### src/rtl/core/mm4_pkg.sv
// shared constants, types and state codes for the 4x4 fixed-point matrix multiplier
// no dependencies; used by every module of the block but mm4_ram, and by its checker
`timescale 1ns / 1ps

package mm4_pkg;

  // element width inside the block (16..32); ports stay 32 bits wide
  localparam int DATA_WIDTH = 32;
  localparam int ELEM_W     = 32;
  localparam int FRAC_BITS  = 16;

  localparam int DIM        = 4;
  localparam int DEPTH      = DIM * DIM;
  localparam int ADDR_W     = $clog2(DEPTH);
  localparam int K_W        = $clog2(DIM);
  localparam int CNT_W      = ADDR_W + 1;

  localparam int PROD_W     = 2 * DATA_WIDTH;
  localparam int ACC_W      = PROD_W + 2;

  localparam int TDATA_IN_W  = 32;
  localparam int OUT_FLD_W   = ELEM_W + ADDR_W;
  localparam int TDATA_OUT_W = ((OUT_FLD_W + 7) / 8) * 8;

  localparam logic [CNT_W-1:0]  LAST_LOAD = CNT_W'(2 * DEPTH - 1);
  localparam logic [ADDR_W-1:0] LAST_IDX  = ADDR_W'(DEPTH - 1);
  localparam logic [K_W-1:0]    LAST_K    = K_W'(DIM - 1);

  // saturation bounds as seen on the 32-bit output
  localparam logic [ELEM_W-1:0] SAT_MAX32 = ELEM_W'((64'sd1 <<< (DATA_WIDTH - 1)) - 64'sd1);
  localparam logic [ELEM_W-1:0] SAT_MIN32 = ~SAT_MAX32;

  typedef enum logic [1:0] {
    ST_LOAD,
    ST_WAIT,
    ST_ISSUE
  } mm4_state_e;

  // one multiply-accumulate step issued by the sequencer
  typedef struct packed {
    logic              valid;
    logic              first;
    logic              last;
    logic [ADDR_W-1:0] idx;
  } mm4_issue_t;

  // datapath status seen by the sequencer
  typedef struct packed {
    logic busy;
    logic out_valid;
  } mm4_status_t;

endpackage

### src/rtl/core/mm4_ram.sv
// generic single-port-write, single-port-read ram with registered read data
// no dependencies
`timescale 1ns / 1ps

module mm4_ram #(
  parameter int Width = 32,
  parameter int Depth = 16
) (
  input  logic                     clk_i,
  input  logic                     we_i,
  input  logic [$clog2(Depth)-1:0] waddr_i,
  input  logic [Width-1:0]         wdata_i,
  input  logic [$clog2(Depth)-1:0] raddr_i,
  output logic [Width-1:0]         rdata_o
);

  logic [Width-1:0] mem_q [Depth];
  logic [Width-1:0] rdata_q;

  always_ff @(posedge clk_i) begin
    if (we_i) begin
      mem_q[waddr_i] <= wdata_i;
    end
    rdata_q <= mem_q[raddr_i];
  end

  assign rdata_o = rdata_q;

endmodule

### src/rtl/core/mm4_ctrl.sv
// sequencer: load counter, ram write control and multiply-accumulate issue
// depends on mm4_pkg
`timescale 1ns / 1ps

module mm4_ctrl (
  input  logic                       clk_i,
  input  logic                       rst_ni,
  input  logic                       in_valid_i,
  output logic                       in_ready_o,
  output logic                       we_left_o,
  output logic                       we_right_o,
  output logic [mm4_pkg::ADDR_W-1:0] waddr_o,
  output logic [mm4_pkg::ADDR_W-1:0] raddr_left_o,
  output logic [mm4_pkg::ADDR_W-1:0] raddr_right_o,
  output mm4_pkg::mm4_issue_t        issue_o,
  input  mm4_pkg::mm4_status_t       status_i
);

  mm4_pkg::mm4_state_e state_q, state_d;
  logic [mm4_pkg::CNT_W-1:0]  load_cnt_q, load_cnt_d;
  logic [mm4_pkg::ADDR_W-1:0] idx_q, idx_d;
  logic [mm4_pkg::K_W-1:0]    k_q, k_d;
  logic                       load_xfer;

  assign load_xfer = in_valid_i && (state_q == mm4_pkg::ST_LOAD);

  // next state
  always_comb begin
    state_d = state_q;
    case (state_q)
      mm4_pkg::ST_LOAD: begin
        if (load_xfer && load_cnt_q == mm4_pkg::LAST_LOAD) begin
          state_d = mm4_pkg::ST_WAIT;
        end
      end
      mm4_pkg::ST_WAIT: begin
        if (!status_i.busy && !status_i.out_valid) begin
          state_d = mm4_pkg::ST_ISSUE;
        end
      end
      mm4_pkg::ST_ISSUE: begin
        if (k_q == mm4_pkg::LAST_K) begin
          state_d = (idx_q == mm4_pkg::LAST_IDX) ? mm4_pkg::ST_LOAD : mm4_pkg::ST_WAIT;
        end
      end
      default: state_d = mm4_pkg::ST_LOAD;
    endcase
  end

  // counters
  always_comb begin
    load_cnt_d = load_cnt_q;
    idx_d      = idx_q;
    k_d        = k_q;
    if (load_xfer) begin
      load_cnt_d = load_cnt_q + 1'b1;
    end
    if (state_q == mm4_pkg::ST_ISSUE) begin
      k_d = k_q + 1'b1;
      if (k_q == mm4_pkg::LAST_K) begin
        idx_d = idx_q + 1'b1;
      end
    end
  end

  // outputs
  always_comb begin
    in_ready_o     = (state_q == mm4_pkg::ST_LOAD);
    we_left_o      = load_xfer && !load_cnt_q[mm4_pkg::CNT_W-1];
    we_right_o     = load_xfer && load_cnt_q[mm4_pkg::CNT_W-1];
    waddr_o        = load_cnt_q[mm4_pkg::ADDR_W-1:0];
    // left[k*4+row], right[col*4+k]
    raddr_left_o   = {k_q, idx_q[mm4_pkg::K_W-1:0]};
    raddr_right_o  = {idx_q[mm4_pkg::ADDR_W-1:mm4_pkg::K_W], k_q};
    issue_o.valid  = (state_q == mm4_pkg::ST_ISSUE);
    issue_o.first  = (k_q == '0);
    issue_o.last   = (k_q == mm4_pkg::LAST_K);
    issue_o.idx    = idx_q;
  end

  always_ff @(posedge clk_i or negedge rst_ni) begin
    if (!rst_ni) begin
      state_q    <= mm4_pkg::ST_LOAD;
      load_cnt_q <= '0;
      idx_q      <= '0;
      k_q        <= '0;
    end else begin
      state_q    <= state_d;
      load_cnt_q <= load_cnt_d;
      idx_q      <= idx_d;
      k_q        <= k_d;
    end
  end

endmodule

### src/rtl/core/mm4_mac.sv
// multiply-accumulate datapath: multiply, exact accumulate, shift, saturate, output register
// depends on mm4_pkg
`timescale 1ns / 1ps

module mm4_mac (
  input  logic                           clk_i,
  input  logic                           rst_ni,
  input  mm4_pkg::mm4_issue_t            issue_i,
  input  logic [mm4_pkg::DATA_WIDTH-1:0] left_i,
  input  logic [mm4_pkg::DATA_WIDTH-1:0] right_i,
  input  logic                           out_ready_i,
  output logic                           out_valid_o,
  output logic [mm4_pkg::ELEM_W-1:0]     out_value_o,
  output logic [mm4_pkg::ADDR_W-1:0]     out_idx_o,
  output logic                           out_sat_o,
  output mm4_pkg::mm4_status_t           status_o
);

  localparam int DW     = mm4_pkg::DATA_WIDTH;
  localparam int ACC_W  = mm4_pkg::ACC_W;
  localparam int HI_LSB = DW - 1 + mm4_pkg::FRAC_BITS;

  // stage 1: ram data valid
  mm4_pkg::mm4_issue_t s1_q;
  // stage 2: product register
  mm4_pkg::mm4_issue_t s2_q;
  logic signed [mm4_pkg::PROD_W-1:0] prod_q;
  // stage 3: accumulator, fin_q marks a complete sum
  logic signed [ACC_W-1:0]    acc_q, acc_d;
  logic                       fin_q;
  logic [mm4_pkg::ADDR_W-1:0] fin_idx_q;
  // stage 4: output register
  logic                       out_valid_q;
  logic [mm4_pkg::ELEM_W-1:0] out_value_q;
  logic [mm4_pkg::ADDR_W-1:0] out_idx_q;
  logic                       out_sat_q;

  logic [ACC_W-1:HI_LSB]   hi_bits;
  logic                    in_range;
  logic signed [DW-1:0]    sat_val;

  assign acc_d = (s2_q.first ? ACC_W'(0) : acc_q) + ACC_W'(prod_q);

  // bits above the kept range must all match the sign
  assign hi_bits  = acc_q[ACC_W-1:HI_LSB];
  assign in_range = (&hi_bits) || !(|hi_bits);
  always_comb begin
    if (in_range) begin
      sat_val = acc_q[HI_LSB:mm4_pkg::FRAC_BITS];
    end else begin
      sat_val = acc_q[ACC_W-1] ? {1'b1, {(DW-1){1'b0}}} : {1'b0, {(DW-1){1'b1}}};
    end
  end

  always_ff @(posedge clk_i or negedge rst_ni) begin
    if (!rst_ni) begin
      s1_q        <= '0;
      s2_q        <= '0;
      fin_q       <= 1'b0;
      out_valid_q <= 1'b0;
    end else begin
      s1_q  <= issue_i;
      s2_q  <= s1_q;
      fin_q <= s2_q.valid && s2_q.last;
      if (fin_q) begin
        out_valid_q <= 1'b1;
      end else if (out_ready_i) begin
        out_valid_q <= 1'b0;
      end
    end
  end

  always_ff @(posedge clk_i) begin
    prod_q <= $signed(left_i) * $signed(right_i);
    if (s2_q.valid) begin
      acc_q     <= acc_d;
      fin_idx_q <= s2_q.idx;
    end
    if (fin_q) begin
      out_value_q <= mm4_pkg::ELEM_W'(sat_val);
      out_idx_q   <= fin_idx_q;
      out_sat_q   <= !in_range;
    end
  end

  assign out_valid_o = out_valid_q;
  assign out_value_o = out_value_q;
  assign out_idx_o   = out_idx_q;
  assign out_sat_o   = out_sat_q;

  assign status_o.busy      = s1_q.valid || s2_q.valid || fin_q;
  assign status_o.out_valid = out_valid_q;

endmodule

### src/rtl/core/matrix_multiply_4x4_core.sv
// 4x4 signed q16.16 matrix multiplier, top level
// depends on mm4_pkg, mm4_ram, mm4_ctrl and mm4_mac
`timescale 1ns / 1ps

// The block takes 32 elements on the slave stream, the left matrix and then the
// right one, both column-major (index column*4+row), and after the 32nd transfer
// sends the 16 product elements column-major on the master stream, tlast on the
// last one and tuser set where an element was clamped. Each element is the exact
// sum of four 32x32 products, shifted right by 16 (floor) and saturated. Loads run
// at one transfer per cycle. Each product element is then formed by reading its
// four operand pairs from the two 16-entry rams through the single multiplier;
// the sum passes the read, multiply and accumulate registers into the output
// register, and the next element starts only once these and the output register
// are empty, so every stall of the receiver holds the next element back. The
// multiplier and the one read port per ram set the throughput of a run. Input
// is not taken while the product is being formed, except that the next run's loads
// begin as soon as the last operand pair has been read. The left and right rams are
// not cleared at reset.

module matrix_multiply_4x4_core (
  input  logic                            clk_i,
  input  logic                            rst_ni,
  // slave stream
  input  logic                            s_axis_tvalid_i,
  output logic                            s_axis_tready_o,
  input  logic [mm4_pkg::TDATA_IN_W-1:0]  s_axis_tdata_i,   // [31:0] element_value
  // master stream
  output logic                            m_axis_tvalid_o,
  input  logic                            m_axis_tready_i,
  output logic [mm4_pkg::TDATA_OUT_W-1:0] m_axis_tdata_o,   // [31:0] product_value,
                                                            // [35:32] product_index,
                                                            // [39:36] zero
  output logic                            m_axis_tlast_o,   // last_of_run
  output logic                            m_axis_tuser_o    // [0] saturated
);

  localparam int DW = mm4_pkg::DATA_WIDTH;

  logic                       we_left, we_right;
  logic [mm4_pkg::ADDR_W-1:0] waddr, raddr_left, raddr_right;
  logic [DW-1:0]              wdata, left_rd, right_rd;
  mm4_pkg::mm4_issue_t        issue;
  mm4_pkg::mm4_status_t       status;
  logic [mm4_pkg::ELEM_W-1:0] out_value;
  logic [mm4_pkg::ADDR_W-1:0] out_idx;
  logic                       out_sat;

  // only the low DATA_WIDTH bits of an element are kept
  assign wdata = s_axis_tdata_i[DW-1:0];

  // load counter, ram writes and the read sequence
  mm4_ctrl u_ctrl (
    .clk_i         (clk_i),
    .rst_ni        (rst_ni),
    .in_valid_i    (s_axis_tvalid_i),
    .in_ready_o    (s_axis_tready_o),
    .we_left_o     (we_left),
    .we_right_o    (we_right),
    .waddr_o       (waddr),
    .raddr_left_o  (raddr_left),
    .raddr_right_o (raddr_right),
    .issue_o       (issue),
    .status_i      (status)
  );

  // left matrix store
  mm4_ram #(
    .Width (DW),
    .Depth (mm4_pkg::DEPTH)
  ) u_left_ram (
    .clk_i   (clk_i),
    .we_i    (we_left),
    .waddr_i (waddr),
    .wdata_i (wdata),
    .raddr_i (raddr_left),
    .rdata_o (left_rd)
  );

  // right matrix store
  mm4_ram #(
    .Width (DW),
    .Depth (mm4_pkg::DEPTH)
  ) u_right_ram (
    .clk_i   (clk_i),
    .we_i    (we_right),
    .waddr_i (waddr),
    .wdata_i (wdata),
    .raddr_i (raddr_right),
    .rdata_o (right_rd)
  );

  // multiply, accumulate, saturate and hold the result for the master stream
  mm4_mac u_mac (
    .clk_i       (clk_i),
    .rst_ni      (rst_ni),
    .issue_i     (issue),
    .left_i      (left_rd),
    .right_i     (right_rd),
    .out_ready_i (m_axis_tready_i),
    .out_valid_o (m_axis_tvalid_o),
    .out_value_o (out_value),
    .out_idx_o   (out_idx),
    .out_sat_o   (out_sat),
    .status_o    (status)
  );

  // pack result fields, zero fill to whole bytes
  assign m_axis_tdata_o = mm4_pkg::TDATA_OUT_W'({out_idx, out_value});
  assign m_axis_tlast_o = (out_idx == mm4_pkg::LAST_IDX);
  assign m_axis_tuser_o = out_sat;

endmodule

### config.mk
export PLATFORM = sky130hd
export DESIGN_NAME = matrix_multiply_4x4_core
export DESIGN_NICKNAME = d
export VERILOG_FILES = /design/src/rtl/core/mm4_pkg.sv /design/src/rtl/core/mm4_ram.sv /design/src/rtl/core/mm4_ctrl.sv /design/src/rtl/core/mm4_mac.sv /design/src/rtl/core/matrix_multiply_4x4_core.sv
export SDC_FILE = /design/constraint.sdc
export NUM_CORES = 2
export LEC_CHECK = 0
export BUFFER_PORTS_ARGS = -buffer_cell sky130_fd_sc_hd__buf_4
export CAP_MARGIN = 30
export CORE_MARGIN = 3
export CORE_UTILIZATION = 55
export DETAILED_ROUTE_END_ITERATION = 6
export GPL_TIMING_DRIVEN = 1
export PLACE_DENSITY = 0.82
export SETUP_SLACK_MARGIN = 0.3
export SLEW_MARGIN = 20
export SYNTH_ARGS = -nofsm -noshare
export SYNTH_HDL_FRONTEND = slang
export SYNTH_SLANG_ARGS = --single-unit
### constraint.sdc
create_clock -name clk_i -period 14 [get_ports clk_i]
set_clock_uncertainty 0.05 [all_clocks]
set_input_delay 0.7 -clock clk_i [delete_from_list [all_inputs] [get_ports clk_i]]
set_output_delay 0.7 -clock clk_i [all_outputs]
set_load 0.02 [all_outputs]
==> summary.md <==
| Metric | Value |
|---|---|
| Status | finished clean |
| Gpl congestion | between 0.9 and 1 |
| CTS max path bufs | 3 |
| Setup repair bufs after CTS | 0 |
| Hold Path Sink | u_mac.out_valid_o |
| Most Crowded Layer GR | met2 |
| Least-Margin Pin Slew | 0.985 ns |
| DR vias/cell | around 6.1 |
| Area grow syn2layout | 8.62% |
| Critical path class | flop to flop |
| Async set or reset register ratio after synthesis | 2.25% |
| Netlist cell types | 82 |
| Tcrit/Tclk final | 61.5% |
| Ratio of cells with drive above 1 in the final layout | 12.3% |
| Filler instances | 11,100 |
| Largest net degree at the start of global routing | 69 |
| Clk_lat worst skew | 0.80 ns |
| DP Wirelength | 142,000 um |
| Hold Crit Start | m_axis_tready_i |
| Clock Pin Slew Worst Setup and Hold Paths | approximately 0.070 ns |
| Grt met2 use | between 40% and 50% |
| Register area share after synthesis | 43.3% |
| Max stage delay on crit path | 0.59 ns |
| Crit Path Max Fanout | 32 |
| Setup TNS | 0 ns |
| #FFs+latches synth | roughly 1,300 |
| CP bufs+invs | 4 |
| Crit. End Element | flop |
| Register Area | 37,300 um2 |
| Total clock sinks | 1,288 |
| Met1 usage | 36.8% |
| First-pass GRT wire length | ~340,000 um |
| Pins over their slew limit | 0 |
| Overflow after GRT | 0 |
| Starting DRT DRC Count | 5,899 |
| Die Ht | between 400 and 500 um |
| Initial antenna violation count | 4 |
| Hold Path Stages | 3 |
| WP depth | 24 |
| Starting Density | a little under three fifths |
| Min Clock Period, post-route | 8.61 ns |
| Ys flop type | edfxtp_1 |
| Root Driver | clkbuf_16 |
| Via Count | 51,500 |
| Total Routed Length | 223,000 um |
| R2R cell count | 24 |
| Top Ports | 80 |
| Area of the multi-input gates | 44,000 um2 |
| Fmax | 116 MHz |
| Area share of the largest cell type after synthesis | slightly below 40% |
| TritonCTS clock tree | yes |
| # rows | about 140 |
| Setup slack, reg-to-reg | 5.39 ns |
| GRT Total Usage | 28.1% |
| Max cap viols | 0 |
| Worst Setup Start Kind | flop |
| Reg-to-reg endpoint | u_mac.prod_q[63] |
| Antenna Violating Nets Remaining | 0 |
| Crit-path slowest cell | fa_1 |
| Number of flops mapped to enable cells by yosys | 1,131 |
| Tightest Hold Check Type | input pin to flop |
| DRC | 0 |
| Synth Area per Inst | 13.7 um2 |
| R2r startpoint | u_left_ram.rdata_o[16] |
| Fin. Hold Viols | 0 |
| CP top delay family | adder cells |
| Setup-failing EPs final | 0 |
| Nets@finish | between 7,000 and 8,000 |
| Total Die Area | 161,000 um2 |
| CTS HTree Levels | 4 |
| PortBufs | 75 |
| GRT met3 Usage | 8.78% |
| CP required | 14.63 ns |
| Chip width | 402 um |
| Cell Chain, Critical Path | buf_4 -> nand2_1 -> fa_1 -> fa_1 -> fa_1 -> fa_1 -> inv_1 -> fa_1 -> inv_1 -> fa_1 -> inv_1 -> fa_1 -> fa_1 -> ha_1 -> a21oi_1 -> o211ai_1 -> a21boi_0 -> o21ai_0 -> a41oi_1 -> o311ai_0 -> a31oi_1 -> nor3_1 -> a41o_1 -> xnor2_1 |
| Slew Limit Headroom | between 30% and 40% |
| CP dominant cell by count | fa_1 |
| CTS Buf Count | ~130 |
| Post-Syn Area | around 86,000 um2 |
| Synth warn | 0 |
| Area of the core | 155,000 um2 |
| Synth top area cells | edfxtp_1 (39%), fa_1 (25%), mux4_2 (8.4%) |
| First-pass DRT Iterations | 6 |
| RSZ-0062 raised after global routing | false |
| Synth area leader | edfxtp_1 |
| Post-Synthesis Cells | roughly 6,300 |
| Crit path DAT | between 9 and 10 ns |
| Avg WL per Cell | between 20 and 30 um |
| Vias in the first global route | 56,100 |
[synthesized netlist by cell type (17+ instances only)]
cell / instances
a21o_1: 120
a21oi_1: 122
and2_1: 549
and3_1: 19
buf_1: 33
clkbuf_1: 286
dfrtp_1: 29
dfxtp_1: 128
edfxtp_1: 1131
fa_1: 1083
ha_1: 257
inv_1: 967
mux4_2: 320
nand2_1: 560
nand2b_1: 24
nand3_1: 33
nand4_1: 36
nor2_1: 99
nor2b_1: 82
o21a_1: 17
o21ai_0: 56
o21bai_1: 26
xnor2_1: 98
xor2_1: 45
[worst max-delay path by stage]
stage                                      start               end  slack (ns)
final                     u_left_ram.rdata_o[16]  u_mac.prod_q[63]        5.39
after global routing      u_left_ram.rdata_o[16]  u_mac.prod_q[63]        5.16
after CTS                 u_left_ram.rdata_o[16]  u_mac.prod_q[63]        5.61
after detailed placement  u_left_ram.rdata_o[16]  u_mac.prod_q[63]        5.64
after global placement    u_right_ram.rdata_o[0]  u_mac.prod_q[63]        5.51
after floorplan           u_left_ram.rdata_o[31]  u_mac.prod_q[62]        6.32
[logic make-up (layout without fill, tap and decap cells)]
group,Yosys count,in the layout,share of synthesized area [%]
DFF,1288,1288,43.3
AOI/OAI and AO/OA,457,457,3.63
buffers and inverters,1298,1388,5.69
adders and majority gates,1340,1340,28.9
xor gates and xnor gates,143,143,1.46
muxes,322,322,8.40
and+or+nand+nor,1449,1449,8.60
other,1,7,0.00436
[stage by stage]
| step | setup slack (ns) | hold WS, ns | std cells | area (um2) | util, % |
|---|---|---|---|---|---|
| final | 5.39 | 0.131 | 8438 | 93500 | 60.4 |
| after global routing | 5.16 | 0.134 | 8436 | 93500 | 60.4 |
| after CTS | 5.61 | 0.0959 | 8431 | 93400 | 60.3 |
| after detailed placement | 5.64 | 0.286 | 8192 | 89000 | 57.5 |
| after global placement | 5.51 | 0.286 | 8183 | 88800 | 57.4 |
| after floorplan | 6.32 | 0.281 | 6301 | 86100 | - |
[cells in the final DEF (no fill, tap or decap), drive strengths merged, types with 120 or more instances in the layout]
cell type / count
edfxtp: 1131
ha: 257
a21oi: 125
dfxtp: 128
mux4: 320
nand2: 560
clkbuf: 171
and2: 550
a21o: 120
inv: 976
fa: 1083
buf: 181
[what timing repair did]
item / in CTS / in global routing
hold buffers: 1 / 0
gates resized for setup: 0 / 0
hold endpoints to repair: 29 / 0
[sequential cells by signal, summed over array words and instances, names as in the netlist]
register,cells
u_ctrl.idx_q,4
u_ctrl.k_q,2
u_ctrl.load_cnt_q,5
u_ctrl.state_q,2
u_left_ram.mem_q,512
u_left_ram.rdata_o,32
u_mac.acc_q,66
u_mac.fin_idx_q,4
u_mac.fin_q,1
u_mac.out_idx_o,4
u_mac.out_sat_o,1
u_mac.out_valid_o,1
u_mac.out_value_o,32
u_mac.prod_q,64
u_mac.s1_q,7
u_mac.s2_q,7
u_right_ram.mem_q,512
u_right_ram.rdata_o,32
[layout make-up]
cell class              count  share of cell area, %
multi-input cells        3715                   47.1
flip-flops and latches   1288                   39.9
inverters                 968                   3.89
clock buffers             171                   3.78
well taps                2044                   2.74
repair buffers            182                   1.67
clock inverters            67                  0.900
diodes                      3                0.00803
[worst min-delay path, cell delays in order]
cell and delay [ns]:
buf_4 0.11, inv_1 0.04, a21o_1 0.09
[metal layers]
layer	part of all wire (%)	vias up	routed length, um
met4	4.1	2	9220
met1	37	26300	82200
met2	47	3498	105000
li1	-	20900	-
met5	0.0058	-	13
met3	12	743	26400
Power is left out: the tool's default activity adds up to more than one toggle a clock period on the data nets, which glitch-free logic cannot reach.
